### src/slipdf_pkg.sv
package slipdf_pkg;

  // Framing bytes of the serial line protocol.
  localparam logic [7:0] FRAME_BYTE = 8'hC0;
  localparam logic [7:0] ESC_BYTE   = 8'hDB;
  localparam logic [7:0] ESC_FRAME  = 8'hDC;
  localparam logic [7:0] ESC_ESC    = 8'hDD;

  localparam int unsigned HEADER_BYTES = 8;
  localparam logic [15:0] HDR_LAST_IDX = 16'(HEADER_BYTES - 1);

  localparam logic [15:0] MAX_PAYLOAD_RST = 16'd4096;

  // Result kinds, carried on the result tuser.
  localparam logic [1:0] KIND_HEADER  = 2'd0;
  localparam logic [1:0] KIND_PAYLOAD = 2'd1;
  localparam logic [1:0] KIND_END     = 2'd2;
  localparam logic [1:0] KIND_FAULT   = 2'd3;

  // Fault codes.
  localparam logic [1:0] FLT_NONE      = 2'd0;
  localparam logic [1:0] FLT_NO_FRAME  = 2'd1;
  localparam logic [1:0] FLT_BAD_ESC   = 2'd2;
  localparam logic [1:0] FLT_TOO_LARGE = 2'd3;

  localparam int unsigned OUT_DATA_W = 96;

  typedef enum logic [4:0] {
    PH_OPEN    = 5'b00001,
    PH_HEADER  = 5'b00010,
    PH_PAYLOAD = 5'b00100,
    PH_CLOSE   = 5'b01000,
    PH_HALT    = 5'b10000
  } phase_t;

  typedef struct packed {
    logic [1:0]  kind;
    logic [7:0]  data_byte;
    logic [15:0] byte_index;
    logic [1:0]  fault_code;
    logic [7:0]  direction;
    logic [7:0]  opcode;
    logic [15:0] payload_size;
    logic [31:0] checksum;
  } result_t;

endpackage

### src/slip_packet_deframer.sv
// SLIP packet deframer.
// Raw bytes from the serial link arrive on the in_ stream, one word per byte.
// Each packet is a frame byte 0xC0, an 8-byte header (direction, command,
// little-endian size, little-endian checksum), size payload bytes and a
// closing 0xC0. Escape pairs are decoded; a raw 0xC0 inside a packet is data.
// Every decoded header or payload byte leaves on the out_ stream as one word
// tagged by out_tuser, and the closing byte leaves a packet-end word that
// carries the header fields. A missing frame byte, a bad escape pair or a
// size above cfg max_payload gives one fault word, after which the block
// ignores all input until reset.
// Results are registered in the output register, or in the skid register
// while it stalls. Throughput is one byte per cycle while in_tready is high;
// the decode is a single register-to-register step on the phase register.
// The result side has an output register and a one-word skid register, so
// in_tready only drops when both are full, which takes a stall of out_tready
// with a result pending and another result arriving behind it. Nothing is
// dropped while the receiver stalls.
// A synchronous low rst_n clears the state and valid flags, sets max_payload
// to 4096. cfg_wr_en writes max_payload at the edge; write it only when idle.
module slip_packet_deframer
  import slipdf_pkg::*;
(
  input  logic                  clk,
  input  logic                  rst_n,
  input  logic                  cfg_wr_en,
  input  logic [15:0]           cfg_wr_data,  // max_payload
  input  logic                  in_tvalid,
  output logic                  in_tready,
  input  logic [7:0]            in_tdata,     // rx_byte
  output logic                  out_tvalid,
  input  logic                  out_tready,
  // From bit 0 up: data_byte[7:0], byte_index[23:8], fault_code[25:24],
  // direction[33:26], opcode[41:34], payload_size[57:42], checksum[89:58],
  // zero fill [95:90].
  output logic [OUT_DATA_W-1:0] out_tdata,
  output logic [1:0]            out_tuser     // kind
);

  // Decoder state.
  phase_t      phase_r,   phase_nxt;
  logic        esc_r,     esc_nxt;
  logic [15:0] pos_r,     pos_nxt;
  logic [7:0]  hdr_dir_r, hdr_dir_nxt;
  logic [7:0]  hdr_op_r,  hdr_op_nxt;
  logic [15:0] hdr_size_r, hdr_size_nxt;
  logic [31:0] hdr_csum_r, hdr_csum_nxt;
  logic [15:0] max_payload_r;

  // Result buffering: output register plus one skid entry.
  result_t     main_r, skid_r;
  logic        main_valid_r, skid_valid_r;

  logic        in_fire;
  logic        res_v;
  result_t     res;
  logic [7:0]  dec_byte;
  logic        take;
  logic [16:0] pos_inc;

  assign in_tready = ~skid_valid_r;
  assign in_fire   = in_tvalid & in_tready;

  always_comb begin
    phase_nxt    = phase_r;
    esc_nxt      = esc_r;
    pos_nxt      = pos_r;
    hdr_dir_nxt  = hdr_dir_r;
    hdr_op_nxt   = hdr_op_r;
    hdr_size_nxt = hdr_size_r;
    hdr_csum_nxt = hdr_csum_r;
    res_v        = 1'b0;
    res          = '0;
    dec_byte     = in_tdata;
    take         = 1'b0;
    pos_inc      = {1'b0, pos_r} + 17'd1;

    case (phase_r)
      PH_OPEN: begin
        if (in_tdata != FRAME_BYTE) begin
          res_v          = 1'b1;
          res.kind       = KIND_FAULT;
          res.fault_code = FLT_NO_FRAME;
          phase_nxt      = PH_HALT;
          esc_nxt        = 1'b0;
        end else begin
          phase_nxt    = PH_HEADER;
          pos_nxt      = '0;
          esc_nxt      = 1'b0;
          hdr_dir_nxt  = '0;
          hdr_op_nxt   = '0;
          hdr_size_nxt = '0;
          hdr_csum_nxt = '0;
        end
      end

      PH_HEADER, PH_PAYLOAD: begin
        if (esc_r) begin
          esc_nxt = 1'b0;
          if (in_tdata == ESC_FRAME) begin
            dec_byte = FRAME_BYTE;
            take     = 1'b1;
          end else if (in_tdata == ESC_ESC) begin
            dec_byte = ESC_BYTE;
            take     = 1'b1;
          end else begin
            res_v          = 1'b1;
            res.kind       = KIND_FAULT;
            res.fault_code = FLT_BAD_ESC;
            phase_nxt      = PH_HALT;
          end
        end else if (in_tdata == ESC_BYTE) begin
          esc_nxt = 1'b1;
        end else begin
          take = 1'b1;
        end

        if (take) begin
          res_v          = 1'b1;
          res.data_byte  = dec_byte;
          res.byte_index = pos_r;
          pos_nxt        = pos_inc[15:0];
          if (phase_r == PH_HEADER) begin
            res.kind = KIND_HEADER;
            case (pos_r[2:0])
              3'd0:    hdr_dir_nxt = dec_byte;
              3'd1:    hdr_op_nxt = dec_byte;
              3'd2:    hdr_size_nxt[7:0] = dec_byte;
              3'd3:    hdr_size_nxt[15:8] = dec_byte;
              3'd4:    hdr_csum_nxt[7:0] = dec_byte;
              3'd5:    hdr_csum_nxt[15:8] = dec_byte;
              3'd6:    hdr_csum_nxt[23:16] = dec_byte;
              default: hdr_csum_nxt[31:24] = dec_byte;
            endcase
            if (pos_r == HDR_LAST_IDX) begin
              // The size bytes are already stored when the last byte arrives.
              if (hdr_size_r > max_payload_r) begin
                res            = '0;
                res.kind       = KIND_FAULT;
                res.fault_code = FLT_TOO_LARGE;
                phase_nxt      = PH_HALT;
                esc_nxt        = 1'b0;
              end else begin
                pos_nxt   = '0;
                phase_nxt = (hdr_size_r == '0) ? PH_CLOSE : PH_PAYLOAD;
              end
            end
          end else begin
            res.kind = KIND_PAYLOAD;
            if (pos_inc >= {1'b0, hdr_size_r}) begin
              pos_nxt   = '0;
              phase_nxt = PH_CLOSE;
            end
          end
        end
      end

      PH_CLOSE: begin
        res_v   = 1'b1;
        esc_nxt = 1'b0;
        if (in_tdata != FRAME_BYTE) begin
          res.kind       = KIND_FAULT;
          res.fault_code = FLT_NO_FRAME;
          phase_nxt      = PH_HALT;
        end else begin
          res.kind         = KIND_END;
          res.direction    = hdr_dir_r;
          res.opcode       = hdr_op_r;
          res.payload_size = hdr_size_r;
          res.checksum     = hdr_csum_r;
          phase_nxt        = PH_OPEN;
          pos_nxt          = '0;
        end
      end

      default: begin
        // Halted after a fault: input is consumed and dropped.
      end
    endcase
  end

  always_ff @(posedge clk) begin
    if (!rst_n) begin
      phase_r       <= PH_OPEN;
      esc_r         <= 1'b0;
      pos_r         <= '0;
      hdr_dir_r     <= '0;
      hdr_op_r      <= '0;
      hdr_size_r    <= '0;
      hdr_csum_r    <= '0;
      max_payload_r <= MAX_PAYLOAD_RST;
    end else begin
      if (cfg_wr_en) begin
        max_payload_r <= cfg_wr_data;
      end
      if (in_fire) begin
        phase_r    <= phase_nxt;
        esc_r      <= esc_nxt;
        pos_r      <= pos_nxt;
        hdr_dir_r  <= hdr_dir_nxt;
        hdr_op_r   <= hdr_op_nxt;
        hdr_size_r <= hdr_size_nxt;
        hdr_csum_r <= hdr_csum_nxt;
      end
    end
  end

  // When the output register drains, the skid entry moves up first; a new
  // result can only arrive while the skid entry is empty.
  always_ff @(posedge clk) begin
    if (!rst_n) begin
      main_valid_r <= 1'b0;
      skid_valid_r <= 1'b0;
    end else if (!main_valid_r || out_tready) begin
      if (skid_valid_r) begin
        main_valid_r <= 1'b1;
        skid_valid_r <= 1'b0;
      end else begin
        main_valid_r <= in_fire & res_v;
      end
    end else if (in_fire && res_v) begin
      skid_valid_r <= 1'b1;
    end
  end

  always_ff @(posedge clk) begin
    if (!main_valid_r || out_tready) begin
      main_r <= skid_valid_r ? skid_r : res;
    end else if (in_fire && res_v) begin
      skid_r <= res;
    end
  end

  assign out_tvalid = main_valid_r;
  assign out_tuser  = main_r.kind;
  assign out_tdata  = {6'd0, main_r.checksum, main_r.payload_size, main_r.opcode,
                       main_r.direction, main_r.fault_code, main_r.byte_index,
                       main_r.data_byte};

endmodule

### config.mk
export PLATFORM = sky130hd
export DESIGN_NAME = slip_packet_deframer
export DESIGN_NICKNAME = d
export VERILOG_FILES = /design/src/slipdf_pkg.sv /design/src/slip_packet_deframer.sv
export SDC_FILE = /design/constraint.sdc
export NUM_CORES = 1
export LEC_CHECK = 0
export ABC_CLOCK_PERIOD_IN_PS = 20200
export BUFFER_PORTS_ARGS = -buffer_cell sky130_fd_sc_hd__buf_2
export CAP_MARGIN = 15
export CORE_ASPECT_RATIO = 1.25
export CORE_MARGIN = 3
export CORE_UTILIZATION = 50
export DETAILED_ROUTE_END_ITERATION = 10
export PLACE_DENSITY = 0.77
export SYNTH_ARGS = -nofsm -noshare
export SYNTH_HDL_FRONTEND = slang
export SYNTH_SLANG_ARGS = --single-unit
### constraint.sdc
create_clock -name clk -period 20.2 [get_ports clk]
set_clock_uncertainty 0.1 [all_clocks]
set_input_delay 2.02 -clock clk [delete_from_list [all_inputs] [get_ports clk]]
set_output_delay 2.02 -clock clk [all_outputs]
set_load 0.1 [all_outputs]
## Word level (Yosys, flattened, before mapping)

Index checks and enable logic that the tools add are counted.

- Flip-flop bits (word level): 288
- Bits in latches: 0
- RAM bits: 0
- Bits in read-only memories: 0
- Bits of input ports: 29
- Output and inout bits: 100
- Word-level logic and storage cells: 172
- Memories kept: 0

- Add/sub/neg operators: 1
- Multiply operators: 0
- Divide/modulo/power cells: 0
- Order comparisons: 2
- Equal/unequal tests: 27
- Shifts and indexed selects: 0
- Mux-type cells: 83
- Bitwise gates (word level): 5
- Reductions and logical operators: 24

Operators with widths:

| kind | number |
|---|---|
| 92-bit two-way mux | 4 |
| 16-bit two-way mux | 8 |
| 8-bit two-way mux | 16 |
| 64-bit one-hot mux with 2 select lines | 1 |
| 32-bit two-way mux | 3 |
| 90-bit two-way mux | 1 |
| 64-bit two-way mux | 1 |
| 16-bit one-hot mux with 2 select lines | 2 |
| 32-bit one-hot mux with 2 select lines | 1 |
| 5-bit two-way mux | 10 |
| 6-bit AND reduction | 8 |
| 8-bit one-hot mux with 2 select lines | 2 |
| 8-bit == test, second input constant | 3 |
| 24-bit two-way mux | 1 |
| 1-bit two-way mux | 19 |
| 16-bit by 1-bit adder with 17-bit output, second input constant | 1 |
| 17-bit by 16-bit >= comparator with 1-bit output | 1 |
| 16-bit by 3-bit == test with 1-bit output, second input constant | 1 |
| 16-bit greater-than comparator | 1 |
| 16-bit zero test | 1 |
| 2-bit two-way mux | 8 |
| 2-bit by 1-bit != test with 1-bit output, second input constant | 8 |
| 5-bit one-hot mux with 3 select lines | 1 |
| 3-bit == test, second input constant | 3 |
| 25 further kinds | 37 |

## Depth between registers and ports, before layout

- Depth after elaboration: 10
- Depth in mapped cells: 16
- Depth with buffers taken out: 14

## Worst setup path after synthesis

No wires, ideal clock.

- Path kind: input-to-reg
- From: in out_tready
- To: reg skid_r[0] in the netlist's numbering, enable pin
- Setup time: 553 ps
- Arrival: 8564 ps
- Required time: 19547 ps
- Slack: 10983 ps
- Cell stages on the path: 2
- Buffers on the path: 0
- Cells stage by stage: nand2b_1 > nor2b_1

- Longest elaborated chain between the ends: 3

Ends and longest elaborated chain:

| item | line | RTL |
|---|---|---|
| start, declared | slip_packet_deframer.sv:31 | `input logic out_tready,` |
| 1-bit logical OR | slip_packet_deframer.sv:226 | `if (!main_valid_r \|\| out_tready) begin` |
| 1-bit inverter (no line) | -- |  |
| 2-bit AND reduction (no line) | -- |  |
| end signal, assigned | slip_packet_deframer.sv:229 | `skid_r <= res;` |
| end, declared | slip_packet_deframer.sv:50 | `result_t main_r, skid_r;` |

Every way passes these cells.
A chain may end at the register's enable or synchronous reset.

## Final worst setup path

- From: reg skid_valid_r
- To: out in_tready

- Longest elaborated chain between the ends: 1

Ends and longest elaborated chain:

| item | line | RTL |
|---|---|---|
| start, declared | slip_packet_deframer.sv:51 | `logic main_valid_r, skid_valid_r;` |
| start signal, assigned | slip_packet_deframer.sv:212 | `skid_valid_r <= 1'b0;` |
| start signal, assigned | slip_packet_deframer.sv:216 | `skid_valid_r <= 1'b0;` |
| start signal, assigned | slip_packet_deframer.sv:221 | `skid_valid_r <= 1'b1;` |
| 1-bit inverter | slip_packet_deframer.sv:60 | `assign in_tready = ~skid_valid_r;` |
| end, declared | slip_packet_deframer.sv:28 | `output logic in_tready,` |

Every way passes these cells.

==> reports/qor.csv <==
stage,metric,value,unit
setup_path,Worst Path Required,18080,ps
synthesis,commonest register cell after synthesis,edfxtp_1,
clock_tree,Clock Sinks,288,
route,via count,8330,
pwr,Int Power,0.9750,mW
run_status,outcome,completed,
pwr,clock power share,0.392,
clock_tree,H-tree depth,1,
grt,first-pass GRT wire length,44.56,mm
pwr,Leak,6.409,nW
synthesis,Mapped Cells,1073,
grt,GR Overflow Total,0,
route,drt wl/cell,18.18,um
clock_tree,Post-CTS Setup Bufs,0,
timing,final hold violation count,0,
synthesis,unique cell type count in the Yosys netlist,65,
pwr,Logic pwr share,0.125,
clock_tree,Post-CTS Hold Fix Bufs,0,
setup_path,Critical Path AT,2310,ps
timing,maximum achievable frequency,225.7,MHz
synthesis,Synth warnings,0,
setup_path,Worst Setup SP,skid_valid_r$_SDFFE_PP0P_,
setup_path,Worst Path Max Fanout,36,
setup_path,Critical-path top delay cell,inv_2,
place,Placed Area,13980,um2
route,Routed Antenna Nets,0,
grt,GRT Total Usage,0.1956,
clock_tree,Clock Latency Late Sink,530,ps
layout,share of layout cells above drive strength 1,0.2267,
pwr,Flop pwr share,0.484,
setup_path,crit path kind,flip-flop to output port,
timing,Slew Limit Fails,0,
floorplanning,FP Rows,65,
clock_tree,CTS max path bufs,3,
timing,setup TNS,0,ps
pwr,Switching Share,0.2681,
clock_tree,clock-pin slew on the worst setup and hold paths,60,ps
place,gpl congestion,0.8448,
clock_tree,root buf cell,clkbuf_16,
floorplanning,die height,187.3,um
synthesis,post-synth top area cell,edfxtp_1,
place,Post-DP HPWL,18.61,mm
synthesis,most numerous cell in the Yosys netlist,edfxtp_1,
setup_path,max incr delay on CP,660,ps
setup_path,CP Capture Type,output port,
floorplanning,die area,28290,um2
synthesis,"Seq/Total Area, Yosys",0.5785,
floorplanning,Die Wd,151.1,um
min_path,worst min path class,flip-flop to flip-flop,
route,drt pass-1 iters,6,
layout,Final nets,1237,
clock_tree,Resize count post-CTS,0,
grt,vias in the first global route,8373,
timing,Tmin final,4431,ps
pwr,Peak VDD IR,63.50,uV
setup_path,number of buffers and inverters on the critical path,3,
timing,Finish-stage setup viols,0,
timing,RSZ-0062 raised after global routing,no,
floorplanning,io pins,129,
synthesis,"EDFF count, synth",184,
layout,Antenna diodes,0,
layout,Area Overhead vs Synth,13.42,%
route,initial drt markers,508,
min_path,Worst Min Path Start,hdr_csum_r[2]$_SDFFE_PN0P_,
grt,initial antenna violation count,0,
route,DRC,0,
grt,largest net degree at the start of global routing,108,
setup_path,top cell family by delay on the critical path,buffers and inverters,
synthesis,post-synthesis cell area,13150,um2
place,port bufs,122,
clock_tree,CTS buffer count,27,
timing,Worst Max-Slew Pin Slew,1150,ps
setup_path,CP startpoint kind,flip-flop,
synthesis,area share of the largest cell type after synthesis,0.4202,
layout,fin util,0.5840,
route,Routed WL,27.75,mm
route,Vias per Instance,5.459,
floorplanning,core area,25540,um2
job,Max-Cap Viols,0,
pwr,power density cells,89.32,nW/um2
pwr,P_sw,0.3571,mW
clock_tree,CTS tree,built,
layout,cell area after layout,14910,um2
timing,crit share post-route,0.2194,
synthesis,number of synthesized register bits,288,
setup_path,launching point of the worst reg2reg path,pos_r[0]$_SDFFE_PN0P_,
timing,slew margin rel.,0.2314,
synthesis,top cell types by occurrence after synthesis,"edfxtp_1 (184), dfxtp_1 (104), nor2b_1 (83)",
synthesis,"top cells by area, synth","edfxtp_1 (42%), dfxtp_1 (16%), mux2_2 (6.4%), mux2i_1 (5.9%), nor2b_1 (3.9%)",
synthesis,"Async S/R FF share, synth",0,
synthesis,Syn Area/Cell,12.26,um2
floorplanning,Initial Util,0.5149,
setup_path,crit-path cells,"buf_4, inv_2, buf_2",
final timing paths:
kind,end,slack [ps],cells after the start
min reg2reg,hdr_csum_r[2]$_SDFFE_PN0P_,370,2
max reg2reg,phase_r[0]$_SDFFE_PN1P_,15840,13
min,hdr_csum_r[2]$_SDFFE_PN0P_,370,2
max,in_tready,15770,3
sequential cells by signal (all words and copies together), names as in the netlist:
signal	flops
esc_r	1
hdr_csum_r	32
hdr_dir_r	8
hdr_op_r	8
hdr_size_r	16
max_payload_r	16
out_tdata	90
out_tuser	2
out_tvalid	1
phase_r	5
pos_r	16
skid_r	92
skid_valid_r	1
metrics by stage:
step	total power [mW]	worst slack, ps	instances	hold slack, ps
after floorplan	0.7996	10980	1078	339.0
after global placement	0.8221	15240	1476	353.0
after detailed placement	0.8238	15070	1476	371.9
after CTS	1.344	15630	1525	380.9
after global routing	1.376	15550	1526	394.6
final	1.332	15770	1526	374.1
kinds of logic (layout without fill, tap and decap cells):
group	count (synthesis)	after routing	share of synthesized area
AO/OA/AOI/OAI	121	121	0.06632
buffers and inverters	114	227	0.03654
flip-flops	288	288	0.5785
multiplexers	153	153	0.1236
adder cells (fa/ha/maj)	37	37	0.03520
AND/OR/NAND/NOR	351	351	0.1542
XOR/XNOR	8	8	0.005328
other	1	6	0.0002852
power by group through the flow:
stage | clock network [mW] | logic, mW | registers [mW]
global route | 0.558 | 0.172 | 0.646
global placement | 0 | 0.165 | 0.657
CTS | 0.532 | 0.166 | 0.645
detailed placement | 0 | 0.166 | 0.658
floorplan | 0 | 0.0461 | 0.753
finish | 0.522 | 0.166 | 0.645
worst register-to-register path, cell delays in order, from the launching register on:
cell     delay, ps
dfxtp_1        490
ha_1           320
and4_1         280
nand4_1        320
nor4_1         400
xor2_1         220
ha_1           270
a21o_1         180
a21oi_1        140
o41ai_1         80
or3b_2         480
o21ai_1        520
o21ai_0        210
a41oi_1        240
per-layer routing:
metal  wire length, um  global-route usage
met5                 0                   0
met4               761             0.06211
met3              1371             0.02690
met2             14020              0.3431
met1             11590              0.2481
cell usage in the layout, fill, tap and decap left out, types with 4 or more instances in the layout:
| cell type | n |
|---|---|
| nor2b_1 | 82 |
| dfxtp_1 | 104 |
| a211o_1 | 5 |
| and3_1 | 54 |
| inv_1 | 45 |
| buf_4 | 9 |
| or2_2 | 5 |
| nand4_1 | 10 |
| a21oi_1 | 20 |
| clkbuf_16 | 27 |
| conb_1 | 6 |
| nand2_1 | 62 |
| nand2b_1 | 6 |
| nor4_1 | 9 |
| clkinv_2 | 5 |
| o21a_1 | 5 |
| o21ai_0 | 20 |
| bufinv_16 | 4 |
| o31ai_1 | 17 |
| buf_2 | 121 |
| a32o_1 | 5 |
| a41oi_1 | 4 |
| mux2_2 | 75 |
| a21boi_0 | 9 |
| nor3_1 | 7 |
| nor2_1 | 34 |
| a21o_1 | 9 |
| ha_1 | 37 |
| nand3_1 | 18 |
| clkbuf_1 | 5 |
| and2_1 | 39 |
| xnor2_1 | 6 |
| edfxtp_1 | 184 |
| mux2i_1 | 78 |
final cells by class:
type                       count  area (um2)
timing repair buffer         131       700.7
tap                          335       419.2
multi-input combinational    676        5102
inverter                      47       176.4
clock inverter                14       172.7
fill                        2079       10620
sequential                   288        7607
clock buffer                  35       735.7
No activity file was read; power rests on OpenSTA's default activity.
